==> src/design/rfs_divider.sv <==
`timescale 1ns / 1ps
`default_nettype none
// ----------------------------------------------------------------------------
// rfs_divider: radix-2 restoring divider
// Unsigned quotient of numer / denom, one quotient bit per cycle.
// ----------------------------------------------------------------------------
module rfs_divider #(
    parameter int NUM_W = 40,
    parameter int DEN_W = 25
) (
    input  wire logic             clk,
    input  wire logic             rst_n,
    input  wire logic             start,
    input  wire logic [NUM_W-1:0] numer,
    input  wire logic [DEN_W-1:0] denom,
    output logic                  done,
    output logic      [NUM_W-1:0] quot
);

    localparam int CNT_W = $clog2(NUM_W + 1);

    logic [NUM_W-1:0] quot_reg, quot_next;
    logic [DEN_W:0]   rem_reg, rem_next;
    logic [DEN_W-1:0] den_reg, den_next;
    logic [CNT_W-1:0] cnt_reg, cnt_next;
    logic             busy_reg, busy_next;
    logic             done_reg, done_next;
    logic [DEN_W:0]   trial;

    assign trial = {rem_reg[DEN_W-1:0], quot_reg[NUM_W-1]};

    // one shift-subtract step per cycle
    always_comb
    begin
        quot_next = quot_reg;
        rem_next  = rem_reg;
        den_next  = den_reg;
        cnt_next  = cnt_reg;
        busy_next = busy_reg;
        done_next = 1'b0;
        if (start)
        begin
            quot_next = numer;
            rem_next  = '0;
            den_next  = denom;
            cnt_next  = CNT_W'(NUM_W);
            busy_next = 1'b1;
        end
        else if (busy_reg)
        begin
            if (trial >= {1'b0, den_reg})
            begin
                rem_next  = trial - {1'b0, den_reg};
                quot_next = {quot_reg[NUM_W-2:0], 1'b1};
            end
            else
            begin
                rem_next  = trial;
                quot_next = {quot_reg[NUM_W-2:0], 1'b0};
            end
            cnt_next = cnt_reg - 1'b1;
            if (cnt_reg == CNT_W'(1))
            begin
                busy_next = 1'b0;
                done_next = 1'b1;
            end
        end
    end

    always_ff @(posedge clk or negedge rst_n)
    begin
        if (!rst_n)
        begin
            busy_reg <= 1'b0;
            done_reg <= 1'b0;
            cnt_reg  <= '0;
        end
        else
        begin
            busy_reg <= busy_next;
            done_reg <= done_next;
            cnt_reg  <= cnt_next;
        end
    end

    always_ff @(posedge clk)
    begin
        quot_reg <= quot_next;
        rem_reg  <= rem_next;
        den_reg  <= den_next;
    end

    assign done = done_reg;
    assign quot = quot_reg;

endmodule : rfs_divider
`default_nettype wire

==> config.mk <==
export PLATFORM = sky130hd
export DESIGN_NAME = rfs_divider
export DESIGN_NICKNAME = d
export VERILOG_FILES = /design/src/design/rfs_divider.sv
export SDC_FILE = /design/constraint.sdc
export NUM_CORES = 1
export LEC_CHECK = 0
export ABC_CLOCK_PERIOD_IN_PS = 3100
export BUFFER_PORTS_ARGS = -buffer_cell sky130_fd_sc_hd__buf_2
export CORE_ASPECT_RATIO = 0.9
export CORE_MARGIN = 4
export CORE_UTILIZATION = 38
export CTS_BUF_LIST = sky130_fd_sc_hd__clkbuf_4 sky130_fd_sc_hd__clkbuf_8
export DETAILED_ROUTE_END_ITERATION = 8
export GPL_TIMING_DRIVEN = 0
export MAX_ROUTING_LAYER = met4
export PLACE_DENSITY = 0.67
export SYNTH_ARGS = -nofsm -noshare
export SYNTH_HDL_FRONTEND = slang
export SYNTH_SLANG_ARGS = --single-unit
==> constraint.sdc <==
create_clock -name clk -period 3.1 [get_ports clk]
set_input_delay 0.31 -clock clk [delete_from_list [all_inputs] [get_ports clk]]
set_output_delay 0.31 -clock clk [all_outputs]
set_load 0.02 [all_outputs]
# ---- After elaboration in Yosys (flattened, before gate mapping)
# Cells that the tools add are included.
dict set report op_classes {
  n_addsub 2
  n_lt_le_gt_ge 1
  eq_ne 1
  mux 12
  reduce_logical 1
}
# operator count
set op_table {}
lappend op_table {{$mux 40} 2}
lappend op_table {{$ge 26x25->1} 1}
lappend op_table {{$mux 25} 1}
lappend op_table {{$sub 25x25->25} 1}
lappend op_table {{$mux 6} 2}
lappend op_table {{$mux 1} 7}
lappend op_table {{$eq 6x1->1 const B} 1}
lappend op_table {{$sub 6x1->6 const B} 1}
lappend op_table {{$reduce_bool 2->1} 1}
dict set report totals {
  register_bits 98
  input_bits 68
  out_inout_bits 41
  elab_cells 23
}

# ---- Depth between registers and ports, before layout
dict set report logic_depth {
  ltp_word 4
  mapped_depth 13
}

# ---- Worst setup path after synthesis
# No wires, ideal clock.
dict set report synth_path {
  path_kind {register -> register}
  startpoint {register quot_reg[39] (netlist: quot[39])}
  endpoint {register rem_reg[0]}
  setup_ns 0.086
  t_arrival_ns 2.759
  slack_ns 0.256
  stages_incl_launch_ff 13
  path_buffers 1
  period_less_slack_ns 2.844
  cell_sequence {edfxtp_1 > inv_1 > ha_1 > inv_1 > fa_1 > a211oi_1 > o21ai_0 > nand4_1 > nand4_2 > nand2_8 > clkbuf_1 > a21oi_1 > a211oi_1}
}
dict set report synth_via {
  elab_chain_cells 2
}
# item line
set synth_lines {}
lappend synth_lines {{from (decl)} 22} ;# logic [NUM_W-1:0] quot_reg, quot_next;
lappend synth_lines {{from (signal assigned)} 88} ;# quot_reg <= quot_next;
lappend synth_lines {{$sub 25x25->25 or $ge 26x25->1 (tied branches)} {53, 51}}
lappend synth_lines {{$mux 25 (*)} 51} ;# if (trial >= {1'b0, den_reg})
lappend synth_lines {{to (signal assigned)} 89} ;# rem_reg <= rem_next;
lappend synth_lines {{to (decl)} 23} ;# logic [DEN_W:0] rem_reg, rem_next;
# Mark *: on every way between the ends. The rest lies on a longest branch, timed or not.
# A chain may end at the register's enable or synchronous reset.

# ---- Final worst setup path
dict set report layout_path {
  startpoint {register quot_reg[39] (netlist: quot[39])}
  endpoint {register rem_reg[16]}
}
# The elaborated chain is that of the path after synthesis.

==> flow_metrics.tcl <==
set metrics [dict create \
    grt_max_degree 41 \
    final_cell_mix "buf_2 (108), edfxtp_1 (65), nor2_1 (49), mux2_2 (39), a21oi_1 (35)" \
    tightest_slew_ns 0.882 \
    finalSetupViolations 0 \
    clockRootBuffer "clkbuf_8" \
    clkSlewWorstSetupHoldPaths_ns 0.11 \
    power.leakage_uw 0.00281 \
    critPathMaxFanout 5 \
    start_kind "flip-flop" \
    required_ns 3.41 \
    max_slew_margin 0.406 \
    diodes 0 \
    die_h_um 121 \
    antenna_found_initial 0 \
    drv_cap 0 \
    routed_via_density 5.34 \
    hold_viol 0 \
    min_period_ns 2.88 \
    wirelength_mm 13.5 \
    cp-end-kind "flip-flop" \
    rsz0062_at_grt "no" \
    synth_cells 497 \
    ys_ff_latch 98 \
    wl_per_cell_um 16.7 \
    p_per_area_nw_per_um2 455 \
    power_uw 2910 \
    via_count 4335 \
    largest_register_ffs 40 \
    synth-async-reset-ratio 0.0816 \
    dp.cells 794 \
    dr.pass1.iters 5 \
    hp-class "in2reg" \
    nNetsFinal 714 \
    first_global_vias 4283 \
    initial_core_util 0.395 \
    numPortBuffers 108 \
    period_share 0.928 \
    insertion_delay_ns 0.39 \
    layout_commonest_cell "buf_2" \
    synth.largest_area_cell "edfxtp_1" \
    rows 40 \
    drv_slew 0 \
    whs_ns 0.0845 \
    cts_buffer_depth 2 \
    clock.fmax_mhz 348 \
    grt_usage 0.172 \
    crit_slowest_cell "fa_1" \
    ys_seq_area_frac 0.493 \
    dpl.hpwl_mm 9.95 \
    syn_nets 593 \
    crit_chain "inv_1 -> ha_1 -> inv_1 -> fa_1 -> a211oi_2 -> o21ai_2 -> a31oi_2 -> o21ai_0 -> a21oi_1 -> xnor2_1 -> mux2i_1 -> a211oi_1" \
    placed_area_um2 6150 \
    slowest_delay_ns 0.45 \
    avgSynthCellArea_um2 10.8 \
    cp.buffers_inverters 2 \
    path_delay_family "compound AO/OA/AOI/OAI gates" \
    status "completed" \
    cts_tree "yes" \
    cts_buffers 9 \
    overflow 0 \
    ys.flop_type "edfxtp_1" \
    drt-initial-drc-count 298 \
    fin_cells 812 \
    synth_area_leaders "edfxtp_1 (36%), dfxtp_1 (9.3%), mux2_2 (8.2%), ha_1 (6.3%), dfrtp_1 (3.7%)" \
    num_io_pins 109 \
    ant_nets 0 \
    yosysWarnings 0 \
    grt_pass1_wl_mm 21.6 \
    fin_ws_ns 0.222 \
    synth_cell_types 57 \
    final_layout_size_suffix_gt1_frac 0.294 \
    synth_edf_count 65 \
    n_fill_cell 1336 \
    crit_type "reg2reg" \
    synth_area_um2 5380 \
    drc_errors 0 \
    fin_worst_skew_ns 0.0160 \
    coreArea_um2 13600 \
    critical_path.most_common_cell "inv_1" \
    finish.instance_area_um2 6400 \
    syn2layout_area_growth_pct 19.1 \
    cts.sinks 98 \
    critPathArrivalTime_ns 3.19 \
    gp_congestion 0.924 \
    dp_slack_ns -0.384 \
    ctsHtreeMaxLevel 3 \
    die_area_um2 16100 \
    ir_drop_mv 0.361 \
    synth_top_cell_area_share 0.363 \
    die_x_um 133 \
]
[worst register-to-register path, cell delays in order (launching register included)]
cell and delay, ns:
edfxtp_1 0.44, inv_1 0.08, ha_1 0.16, inv_1 0.06
fa_1 0.45, a211oi_2 0.28, o21ai_2 0.16, a31oi_2 0.32
o21ai_0 0.13, a21oi_1 0.19, xnor2_1 0.19, mux2i_1 0.12
a211oi_1 0.22
[layer usage]
layer,vias to the layer above,share of wire,GRT usage
met1,2080,0.46,0.227
met3,27,0.052,0.0420
met2,139,0.47,0.263
met5,-,0,-
li1,2089,-,-
met4,0,0.022,0.0540
[cell type report]
class,count,area (µm²),area share
clock buffer,9,124,0.0193
tap,189,236,0.0369
buffer,20,92.6,0.0145
timing repair buffer,110,558,0.0872
clock inverter,7,78.8,0.0123
multi-input combinational,346,2540,0.396
inverter,33,124,0.0193
sequential,98,2650,0.414
[power breakdown]
| group | switching (µW) | internal, µW |
|---|---|---|
| registers | 52.6 | 1510 |
| logic | 294 | 213 |
| clock network | 524 | 321 |
| total | 871 | 2040 |
[per-stage QoR]
| step | setup TNS, ns | utilization |
|---|---|---|
| 2_1_floorplan | 0 | - |
| 3_3_place_gp | -2.59 | 0.452 |
| 3_5_place_dp | -3.22 | 0.452 |
| 4_1_cts | 0 | 0.469 |
| 5_1_grt | 0 | 0.470 |
| 6_report | 0 | 0.470 |
[path summary, 6_finish.rpt]
path                                           from                        to  slack, ns  cells past startpoint
setup / recovery                 quot[39]$_DFFE_PP_  rem_reg[16]$_SDFFE_PP0P_       0.22                     12
min in group asynchronous                     rst_n    cnt_reg[3]$_DFFE_PN0P_       0.28                      2
max in group asynchronous                     rst_n    cnt_reg[5]$_DFFE_PN0P_       2.64                      2
setup reg to reg                 quot[39]$_DFFE_PP_  rem_reg[16]$_SDFFE_PP0P_       0.22                     12
hold reg to reg            rem_reg[20]$_SDFFE_PP0P_  rem_reg[20]$_SDFFE_PP0P_       0.50                      2
hold / removal                            denom[22]     den_reg[22]$_DFFE_PP_       0.08                      1
[logic make-up after synthesis]
logic type,count (synthesis),synth area share
buffers and inverters,53,0.0391
AO/OA/AOI/OAI,128,0.161
adder cells (fa/ha/maj),28,0.0666
flip-flops,98,0.493
multiplexers,43,0.0892
XOR/XNOR,22,0.0358
AND/OR/NAND/NOR,125,0.115
[cell usage after synthesis (2+ instances only)]
| library cell | count |
|---|---|
| a2111o_1 | 2 |
| a211oi_1 | 21 |
| a21o_1 | 16 |
| a21oi_1 | 35 |
| a22oi_1 | 2 |
| a31o_2 | 2 |
| a31oi_1 | 3 |
| a32oi_1 | 7 |
| and2_1 | 2 |
| and3_1 | 6 |
| buf_1 | 5 |
| clkbuf_1 | 11 |
| clkbuf_2 | 2 |
| dfrtp_1 | 8 |
| dfxtp_1 | 25 |
| edfxtp_1 | 65 |
| ha_1 | 27 |
| inv_1 | 33 |
| mux2_2 | 39 |
| mux2i_1 | 4 |
| nand2_1 | 20 |
| nand2b_1 | 3 |
| nand3_1 | 11 |
| nand3b_1 | 2 |
| nand4_1 | 5 |
| nor2_1 | 49 |
| nor2b_1 | 4 |
| nor3_1 | 10 |
| nor4_1 | 2 |
| o21a_1 | 3 |
| o21ai_0 | 20 |
| o21bai_1 | 4 |
| o31ai_1 | 3 |
| or2_2 | 2 |
| or3_1 | 2 |
| xnor2_1 | 12 |
| xor2_1 | 10 |
[timing repair]
item,4_1_cts,5_1_grt
hold buffers,1,0
gates resized for setup,5,3
pin swaps,0,1
endpoints found under the setup margin,21,14
setup buffers,0,1
hold endpoints to repair,8,0
Power figures use the tool's default switching activity.
