===== src/design/rfs_ram.sv =====
`timescale 1ns / 1ps
`default_nettype none
// ----------------------------------------------------------------------------
// rfs_ram: generic single-port-write, single-port-read RAM
// One write and one registered read per cycle.
// ----------------------------------------------------------------------------
module rfs_ram #(
    parameter int WIDTH = 8,
    parameter int DEPTH = 16
) (
    input  wire logic                     clk,
    input  wire logic                     we,
    input  wire logic [$clog2(DEPTH)-1:0] waddr,
    input  wire logic [WIDTH-1:0]         wdata,
    input  wire logic [$clog2(DEPTH)-1:0] raddr,
    output logic      [WIDTH-1:0]         rdata
);

    logic [WIDTH-1:0] mem [DEPTH];

    always_ff @(posedge clk)
    begin
        if (we)
        begin
            mem[waddr] <= wdata;
        end
        rdata <= mem[raddr];
    end

endmodule : rfs_ram
`default_nettype wire


===== config.mk =====
export PLATFORM = sky130hd
export DESIGN_NAME = rfs_ram
export DESIGN_NICKNAME = d
export VERILOG_FILES = /design/src/design/rfs_ram.sv
export SDC_FILE = /design/constraint.sdc
export NUM_CORES = 1
export LEC_CHECK = 0
export BUFFER_PORTS_ARGS = -buffer_cell sky130_fd_sc_hd__buf_2
export CAP_MARGIN = 20
export CORE_ASPECT_RATIO = 0.6
export CORE_MARGIN = 5
export CORE_UTILIZATION = 40
export DETAILED_ROUTE_END_ITERATION = 8
export REMOVE_ABC_BUFFERS = 1
export SLEW_MARGIN = 20
export SYNTH_ARGS = -nofsm -noshare
export SYNTH_HDL_FRONTEND = slang
export SYNTH_SLANG_ARGS = --single-unit

===== constraint.sdc =====
create_clock -name clk -period 3.8 [get_ports clk]
set_input_delay 0 -clock clk [delete_from_list [all_inputs] [get_ports clk]]
set_output_delay 0 -clock clk [all_outputs]
set_load 0.005 [all_outputs]

# [After elaboration in Yosys (flattened, before gate mapping)]
# Memories as Yosys holds them, arrays and structs flattened. A register that Yosys moved wholly into a read port is not among the register bits.
# Cells that the tools add are included.
[word_totals] ff_bits=0 ramBits=128 in_bits=18 out_inout_bits=8 wordCells=3 mem_count=1
[classes] mux=2
[memory_table] name="mem" depth=16 word_bits=8 read_ports=1 rd_ports_with_merged_regs=1 wr=1 line="19" rtl="logic [WIDTH-1:0] mem [DEPTH];"
[ops] operator="1-bit 2-to-1 mux" count=2

# [Depth between registers and ports, before layout]
# Gate-level depths: netlist (run 1).
[depth] depth_word=2 depth_mapped=5 depth_no_buf=3

# [Worst setup path after synthesis (run 1)]
# OpenSTA, ideal clock, no wires.
[synth_timing] path_kind="input-to-reg" from="input port waddr[2]" to="memory mem[0][0] (enable)" setup_ns=0.383 arrival_ns=1.110 required_ns=3.417 setup_slack_ns=2.307 cell_stages=2 path_buffers=0 path_cell_list="or3b_2 nor3_1"
[synth_rtl] element="start, declared" line="13" rtl="input wire logic [$clog2(DEPTH)-1:0] waddr,"
[synth_rtl] element="end, declared" line="19"
# No word-level cell before the write port.

==> results of run 1 <==
-- logic make-up after synthesis --
kind of cell / after synthesis
flops: 136
simple gates: 35
mux: 32
compound gates: 16
buf+inv: 10
-- sequential cells by signal, indices dropped and copies added (netlist names) --
name	flops
mem	128
rdata	8
-- worst reg2reg max path: stages (launching register included) --
cell      delay (ns)
edfxtp_1        0.36
mux4_1          0.52
a22oi_1         0.26
nand2_1         0.08
-- cell type report --
type	count	area, µm²
fillers	1045	6570
flip-flops and latches	136	4000
multi-input cells	83	1070
clock buffers	17	425
clock inverters	14	230
repair buffers	35	220
well taps	170	213
-- cells in the mapped netlist (all sizes together) --
cell type	n	share of area, %
edfxtp	128	75
mux4	32	15
a22oi	16	2.3
nor2	13	0.95
nand2	9	0.66
dfxtp	8	3.1
buf	7	1.1
nor3	4	0.39
clkdlybuf4s25	3	0.58
nand2b	2	0.24
nand3b	2	0.29
and2	1	0.12
and2b	1	0.15
nand3	1	0.097
nor2b	1	0.12
or3b	1	0.17
-- metal layers --
| layer | global-route usage [%] | vias up | share of wire (%) |
|---|---|---|---|
| li1 | - | 1061 | - |
| met1 | 21.9 | 1211 | 52 |
| met2 | 17.8 | 75 | 41 |
| met3 | 3.68 | 17 | 5.5 |
| met4 | 5.40 | 0 | 1.4 |
| met5 | 0 | - | 0 |
-- worst max-delay path by stage --
stage,from,to,slack (ns),depth (start not counted)
3_3_place_gp,waddr[2],mem[0][4]$_DFFE_PP_,1.71,3
2_1_floorplan,waddr[2],mem[0][0]$_DFFE_PP_,2.31,2
6_report,raddr[0],rdata[2]$_DFF_P_,2.29,5
4_1_cts,raddr[0],rdata[5]$_DFF_P_,2.24,5
3_5_place_dp,raddr[0],rdata[5]$_DFF_P_,1.81,5
5_1_grt,raddr[0],rdata[2]$_DFF_P_,2.09,5
-- placed cells by master, fill, tap and decap left out, types with 3 or more instances in the layout --
cell | Yosys | routed
bufinv_16 | 0 | 6
a22oi_1 | 16 | 16
edfxtp_1 | 128 | 128
dlygate4sd3_1 | 0 | 8
nor2_1 | 13 | 13
clkinv_2 | 0 | 4
nand2_1 | 9 | 9
mux4_2 | 18 | 18
mux4_1 | 14 | 14
nor3_2 | 0 | 3
clkbuf_16 | 0 | 17
clkinvlp_4 | 0 | 4
dfxtp_1 | 8 | 8
buf_2 | 3 | 25
-- metrics by stage --
step / utilization, % / setup WS, ns / cell area [µm²] / power, µW
4_1_cts: 48.4 / 2.24 / 6160 / 3670
3_3_place_gp: 42.6 / 1.71 / 5420 / 1860
2_1_floorplan: - / 2.31 / 5060 / 1780
5_1_grt: 48.4 / 2.09 / 6160 / 3750
6_report: 48.4 / 2.29 / 6160 / 3640
3_5_place_dp: 42.6 / 1.81 / 5430 / 1870
-- report_power, final --
group | switching, µW | internal, µW | total [µW]
clock network | 588 | 1220 | 1810
registers | 7.18 | 1680 | 1680
logic | 86.3 | 65.9 | 152
==> impl_metrics.toml, run 1 <==
[setup_path]
crit_family = "buffers and inverters"
crit_type = "in -> reg"
r2r_cells = 3
cp.arrival_ns = 1.81
endpoint_kind = "flip-flop"
reg2reg_to = "rdata[3]$_DFF_P_"
rr_startpoint = "mem[9][3]$_DFFE_PP_"
max_stage_delay_ns = 0.68
crit_path_top_delay_cell = "buf_2"
cp-start-kind = "primary input"
crit_chain = "buf_2 > buf_4 > mux4_1 > a22oi_1 > nand2_1"
crit_buf_inv = 2
worstPathMaxFanout = 28
critPathRequiredTime_ns = 4.10
rrSetupSlack_ns = 2.46

[timing]
rsz0062_at_grt = "false"
post-route-period-util_pct = 39.7
skew_ns = 0.00506
fin_crit_ns = 1.51
setup_tns_ns = 0
fmax_ghz = 0.663
hold_viol = 0
finalSetupViolations = 0
finalMaxSlewViolations = 0
hold_slack_ns = 0.0895
maxSlewHeadroom_pct = 31.3
tightest_slew_ns = 1.03

[clock_network]
insertion_delay_ns = 0.41
cts_buffers = 17
clkTransAtPathRegs_ns = 0.06
h-tree-depth = 4
cts_tree = "yes"
cts_setup_buffers = 0
cts_resized = 0
ctsHoldBuffers = 8
clock_sinks = 136
cts_buffer_depth = 2
root_buffer = "clkbuf_16"

[synthesis]
synth_seq_cells = 136
yosysSeqAreaShare_pct = 77.8
synth-adder-area-share_pct = 0
synth-xor-area-share_pct = 0
synthCells = 229
syn_avg_cell_area_um2 = 22.5
yosys.area_share.simple_pct = 3.18
yosys.cell_types.count = 19
synth_compound_area_share_pct = 2.33
yosysWarningCount = 0
syn-cell-area_mm2 = 0.00515
synth_top_family_by_area = "multiplexers"
muxShareOfSynthArea_pct = 15.0

[grt]
grt_pass1_vias = 2406
grt_pass1_wl_um = 15000
grt_start_max_net_pins = 33
track_usage_pct = 13.8
overflow = 0
antenna_found_initial = 0

[power]
leakage_uw = 0.00205
power_density_mw_per_mm2 = 591
peakVddDrop_mv = 0.338

[hold_path]
hold_depth = 2
hold_end = "mem[0][3]$_DFFE_PP_"
hold_path_class = "in -> reg"
hp-start = "waddr[1]"

[layout]
fin_nets = 291
finalNonFillerCells = 455
drive_gt1_share_pct = 28.1
area_growth_syn_to_layout_pct = 19.8
antenna_cells = 0

[route]
viasPerCell = 5.20
via_count = 2364
drt_wl_total_um = 9780
drt_iter0_drc = 196
wl_per_cell_um = 21.5
drtAntennaViolNets = 0
drtPass1Iterations = 4
drcViolationCount = 0

[floorplanning]
dieArea_mm2 = 0.0153
num_rows = 32
core-area_mm2 = 0.0127
start_util_pct = 40.4
die_w_um = 156
boundaryPins = 26
dieHeight_um = 97.9

[placed_design]
dp_hpwl_um = 6160
port-buffer-count = 25
dp.cells = 416
place.gp.congestion = 0.715

[run]
drv_cap = 0

[outcome]
status = "finished, final reports clean"
(Power assumes the default switching activity.)
==> run 2: changes to the inputs <==
- ABC_AREA: unset -> 1
- clock period: 3.8 -> 1.4 ns (I/O delays scaled with it)
==> run 2 against run 1 <==
Effect of this change: critical endpoint is now rdata[3]$_DFF_P_; final cell count grew 79%; sequential power grew to 2.7 times the previous value; synthesized cell count grew 140%; combinational power increased to 3.7 times the previous value; critical path depth stayed put.
==> impl_metrics.toml, run 2 <==
[outcome]
status = "finished, final reports clean"

[clock_network]
cts_setup_buffers = 0
cts_tree = "yes"
root_buffer = "clkbuf_16"
cts_resized = 0
insertion_delay_ns = 0.41
clock_sinks = 136
clkTransAtPathRegs_ns = 0.06
cts_buffer_depth = 2
cts_buffers = 17
h-tree-depth = 4

[synthesis]
synthCells = 551
ys_async_sr_fraction_pct = 0
yosysTopAreaCell = "edfxtp_1"
yosys.area_share.simple_pct = 21.0
synth-adder-area-share_pct = 0
synthTopCellsByCount = "173 x nand2_1, 128 x edfxtp_1, 100 x inv_1, 97 x nand3_1, 17 x nor2_1"
syn_avg_cell_area_um2 = 10.5
synth-xor-area-share_pct = 0
yosys.cell_types.count = 12
ys.flop_type = "edfxtp_1"
synth_compound_area_share_pct = 0
synth_edf_count = 128
synth_seq_cells = 136
syn-cell-area_mm2 = 0.00577
yosysWarningCount = 0
muxShareOfSynthArea_pct = 0
yosysTopAreaCellShare_pct = 66.7
netlist_top_cells_area = "edfxtp_1 67%, nand2_1 11%, nand3_1 8.4%, inv_1 6.5%, dfxtp_1 2.8%"
synth_top_family_by_area = "simple AND/OR/NAND/NOR gates"
yosysMostFrequentCell = "nand2_1"
yosysSeqAreaShare_pct = 69.4

[route]
drtPass1Iterations = 4
drcViolationCount = 0
via_count = 3902
drt_wl_total_um = 13300
drt-met1-wl_um = 6610
wl_per_cell_um = 16.4
drt_iter0_drc = 372
drtAntennaViolNets = 0
top_layer_used = "met4"
dr_wl_met3_um = 1010
viasPerCell = 4.80
routed-wl-met2_um = 5570

[timing]
post-route-period-util_pct = 73.2
maxSlewHeadroom_pct = 75.5
fmax_ghz = 0.976
finalSetupViolations = 0
hold_viol = 0
finalMaxSlewViolations = 0
fin_crit_ns = 1.02
tightest_slew_ns = 0.368
hold_slack_ns = 0.00658
rsz0062_at_grt = "false"
setup_tns_ns = 0
skew_ns = 0.00767

[floorplanning]
start_util_pct = 40.3
dieHeight_um = 103
die_w_um = 165
core-area_mm2 = 0.0143
num_rows = 34
boundaryPins = 26
dieArea_mm2 = 0.0170

[setup_path]
max_stage_delay_ns = 0.53
cp-start-kind = "primary input"
rr_startpoint = "mem[13][0]$_DFFE_PP_"
cp.arrival_ns = 1.37
crit_path_start = "raddr[3]"
critPathRequiredTime_ns = 1.74
endpoint_kind = "flip-flop"
worstPathMaxFanout = 9
crit_chain = "dlygate4sd3_1 > buf_2 > inv_1 > nand3_1 > nand2_1"
crit_path_top_delay_cell = "dlygate4sd3_1"
crit_type = "in -> reg"
r2r_cells = 6

[grt]
grt_start_max_net_pins = 65
antenna_found_initial = 0
grt_pass1_wl_um = 21100
grt_pass1_vias = 3707
overflow = 0
track_usage_pct = 17.1

[layout]
multi_input_area_mm2 = 0.00121
regMostFlops = "mem"
antenna_cells = 0
seq_area_mm2 = 0.00400
drive_gt1_share_pct = 13.8
fill_cells = 1316
fin_nets = 620
layout_commonest_cell = "nand2_1"
final_area_mm2 = 0.00679
area_growth_syn_to_layout_pct = 17.8
reg_top3 = "mem x128, rdata x8"
finalNonFillerCells = 813
largest_reg_flops = 128
layout_common_cells = "173 x nand2_1, 128 x edfxtp_1, 100 x inv_1"

[power]
clkPwrFrac_pct = 44.6
p_switching_uw = 2110
p_seq_share_pct = 49.3
switching_share_pct = 22.7
leakage_uw = 0.00295
power_density_mw_per_mm2 = 1370
intPower_uw = 7180
peakVddDrop_mv = 0.814
pwr-share-comb_pct = 6.1

[placed_design]
placed_cell_area_mm2 = 0.00621
dp.cells = 778
place.gp.congestion = 0.834
port-buffer-count = 25
dp_hpwl_um = 8930

[run]
drv_cap = 0

[hold_path]
hold_depth = 1
hold_path_class = "in -> reg"
hp-start = "wdata[5]"
-- run 2: power groups by stage --
| stage | clock network [µW] | logic (µW) | registers (µW) |
|---|---|---|---|
| detailed placement | 0 | 564 | 4670 |
| global placement | 0 | 554 | 4670 |
| finish | 4140 | 568 | 4580 |
| global route | 4380 | 641 | 4590 |
| CTS | 4190 | 572 | 4580 |
| floorplan | 0 | 246 | 4660 |
-- run 2: worst max-delay path: cells and delay by family --
kind | cells | cell delay, ns
buffers and inverters | 3 | 1.04
AND/OR/NAND/NOR | 2 | 0.31
-- run 2: per-layer routing --
layer  track usage, %  vias to the layer above
met5                0                        -
met3             5.19                       17
li1                 -                     1875
met2             23.6                      136
met1             26.0                     1874
met4             4.79                        0
-- run 2: repair_timing --
item                                    in CTS  in global routing
endpoints found under the setup margin       0                  0
endpoints found under the hold margin       15                  0
hold buffers                                 3                  0
-- run 2: cell type report --
class	instances	area share, %
Clock buffer	18	6.32
Tap cell	198	3.65
Clock inverter	14	1.84
Multi-Input combinational cell	289	17.9
Timing Repair Buffer	56	5.75
Sequential cell	136	58.9
Inverter	102	5.64
-- run 2: path summary, 6_finish.rpt --
path | end | slack, ns
setup / recovery | rdata[3]$_DFF_P_ | 0.38
hold / removal | mem[11][5]$_DFFE_PP_ | 0.007
setup reg to reg | rdata[0]$_DFF_P_ | 0.41
hold reg to reg | rdata[2]$_DFF_P_ | 0.65
-- run 2: logic make-up after synthesis --
group                  after synthesis
and+or+nand+nor                    289
DFF                                136
buffers and inverters              126
-- run 2: through the flow --
stage / worst slack (ns) / utilization [%] / total power [µW]
floorplan: 0.420 / - / 4910
global placement: 0.299 / 43.4 / 5220
detailed placement: 0.283 / 43.4 / 5230
CTS: 0.404 / 47.5 / 9350
global route: 0.302 / 47.5 / 9600
finish: 0.376 / 47.5 / 9290
==> run 3: changes to the inputs <==
- clock period: 1.4 -> 0.9 ns (I/O delays scaled with it)
==> run 3 against run 2 <==
Effect of this change: the run now ends with setup timing left; power grew 60%; sequential cell count is the same; worst hold slack lost 0.0056 ns; global-route usage grew 0.061 points; combinational power grew 71%; register-to-register slack lost 0.45 ns; setup slack lost 0.42 ns; sequential power grew 56%; non-clock buffer count grew 6; first-iteration DRC count grew 13%; largest cell class unchanged.
==> impl_metrics.toml, run 3 (synthesis results as in run 2) <==
[outcome]
status = "finished with violations"
violations = "setup timing"

[floorplanning]
start_util_pct = 40.3
boundaryPins = 26
core-area_mm2 = 0.0143
die_w_um = 165
num_rows = 34
dieHeight_um = 103
dieArea_mm2 = 0.0170

[timing]
tightest_slew_ns = 0.373
finalMaxSlewViolations = 0
skew_ns = 0.00738
rsz0062_at_grt = "true"
hold_slack_ns = 0.000951
fin_crit_ns = 0.943
hold_viol = 0
fmax_ghz = 1.06
maxSlewHeadroom_pct = 75.1
fin_ws_ns = -0.0431
setup_tns_ns = -0.158
post-route-period-util_pct = 105
finalSetupViolations = 7

[clock_network]
h-tree-depth = 4
cts_buffers = 17
cts_setup_buffers = 0
root_buffer = "clkbuf_16"
cts_tree = "yes"
cts_buffer_depth = 2
clock_sinks = 136
clkTransAtPathRegs_ns = 0.06
insertion_delay_ns = 0.41

[setup_path]
rrSetupSlack_ns = -0.04
worstPathMaxFanout = 1
crit_path_start = "mem[11][3]$_DFFE_PP_"
rr_startpoint = "mem[11][3]$_DFFE_PP_"
reg2reg_to = "rdata[3]$_DFF_P_"
endpoint_kind = "flip-flop"
cp.arrival_ns = 1.24
r2r_cells = 6
critPathRequiredTime_ns = 1.20
worstSetupEndpoint = "rdata[3]$_DFF_P_"
cp-start-kind = "flip-flop"
crit_type = "reg -> reg"

[grt]
use_met1_pct = 25.6
grt_pass1_vias = 3833
use_met2_pct = 24.5
grt.busiest_layer = "met1"
grt_pass1_wl_um = 21400
overflow = 0
met3_usage_pct = 4.08
antenna_found_initial = 0
grt_start_max_net_pins = 65
track_usage_pct = 17.2

[route]
via_count = 3905
drt_wl_total_um = 13700
drt_iter0_drc = 422
drtAntennaViolNets = 0
viasPerCell = 4.77
drcViolationCount = 0
wl_per_cell_um = 16.8
drtPass1Iterations = 5

[placed_design]
place.gp.congestion = 0.856
placed_cell_area_mm2 = 0.00629
port-buffer-count = 25
pre_cts_ws_ns = -0.143
dp_hpwl_um = 9100

[layout]
antenna_cells = 0
reg_top3 = "mem x128, rdata x8"
fin_nets = 626
regMostFlops = "mem"
multi_input_area_mm2 = 0.00135
area_growth_syn_to_layout_pct = 22.1
final_area_mm2 = 0.00704
layout_commonest_cell = "nand2_1"
layout_common_cells = "172 x nand2_1, 128 x edfxtp_1, 98 x inv_1"
largest_reg_flops = 128
seq_area_mm2 = 0.00401
drive_gt1_share_pct = 20.2
fill_cells = 1304

[power]
leakage_uw = 0.00305
intPower_uw = 11500
p_switching_uw = 3380
p_seq_share_pct = 48.0
power_uw = 14900
pwr-share-comb_pct = 6.5
switching_share_pct = 22.7
peakVddDrop_mv = 0.933
clkPwrFrac_pct = 45.5
power_density_mw_per_mm2 = 2110

[run]
drv_cap = 0

[hold_path]
hold_path_class = "in -> reg"
==> run 3: timing repair <==
item / CTS / global route
hold endpoints to repair: 19 / 0
gates cloned: 0 / 0
hold buffers: 3 / 0
pin swaps: 11 / 8
resized for setup: 19 / 14
endpoints found under the setup margin: 11 / 9
==> run 3: final cells by class <==
cell class,count,area share (%)
sequential,136,56.9
multi-input combinational,289,19.2
timing repair buffer,62,6.72
clock buffer,17,6.04
inverter,102,5.44
tap,198,3.52
clock inverter,14,2.15
==> run 3: metrics by stage <==
stage	instances	utilization (%)
5_1_grt	818	49.2
6_report	818	49.2
3_5_place_dp	784	44.0
3_3_place_gp	784	44.0
4_1_cts	818	48.8
2_1_floorplan	527	-
==> run 3: worst max-delay path, cell delays in order (launching register included) <==
cell and delay, ns:
edfxtp_1 0.36, nand2_1 0.07, nand2_1 0.06, nand2_1 0.07, nand3_2 0.14, nand3_2 0.09
nand2_1 0.06
==> run 3: worst min path at each step <==
stage | start | endpoint | slack (ns) | cells after the start
2_1_floorplan | wdata[0] | mem[0][0]$_DFFE_PP_ | 0.1 | 0
3_3_place_gp | rdata[5]$_DFF_P_ | rdata[5] | 0.40 | 1
3_5_place_dp | rdata[5]$_DFF_P_ | rdata[5] | 0.40 | 1
4_1_cts | wdata[0] | mem[0][0]$_DFFE_PP_ | 0.001 | 1
5_1_grt | wdata[2] | mem[11][2]$_DFFE_PP_ | 0.01 | 1
6_report | wdata[0] | mem[4][0]$_DFFE_PP_ | 0.001 | 1
==> run 3: power by group through the flow <==
stage                     clock (µW)  combinational, µW  sequential [µW]
after floorplan                    0                382             7250
after global placement             0                888             7260
after detailed placement           0                904             7260
after CTS                       6870                949             7140
after global routing            7150               1080             7140
final                           6770                970             7130
==> run 3: layer usage <==
metal | wire length (µm) | up-vias
met5 | 0 | -
met4 | 202 | 0
met2 | 5790 | 119
met3 | 722 | 22
li1 | - | 1891
met1 | 7020 | 1873
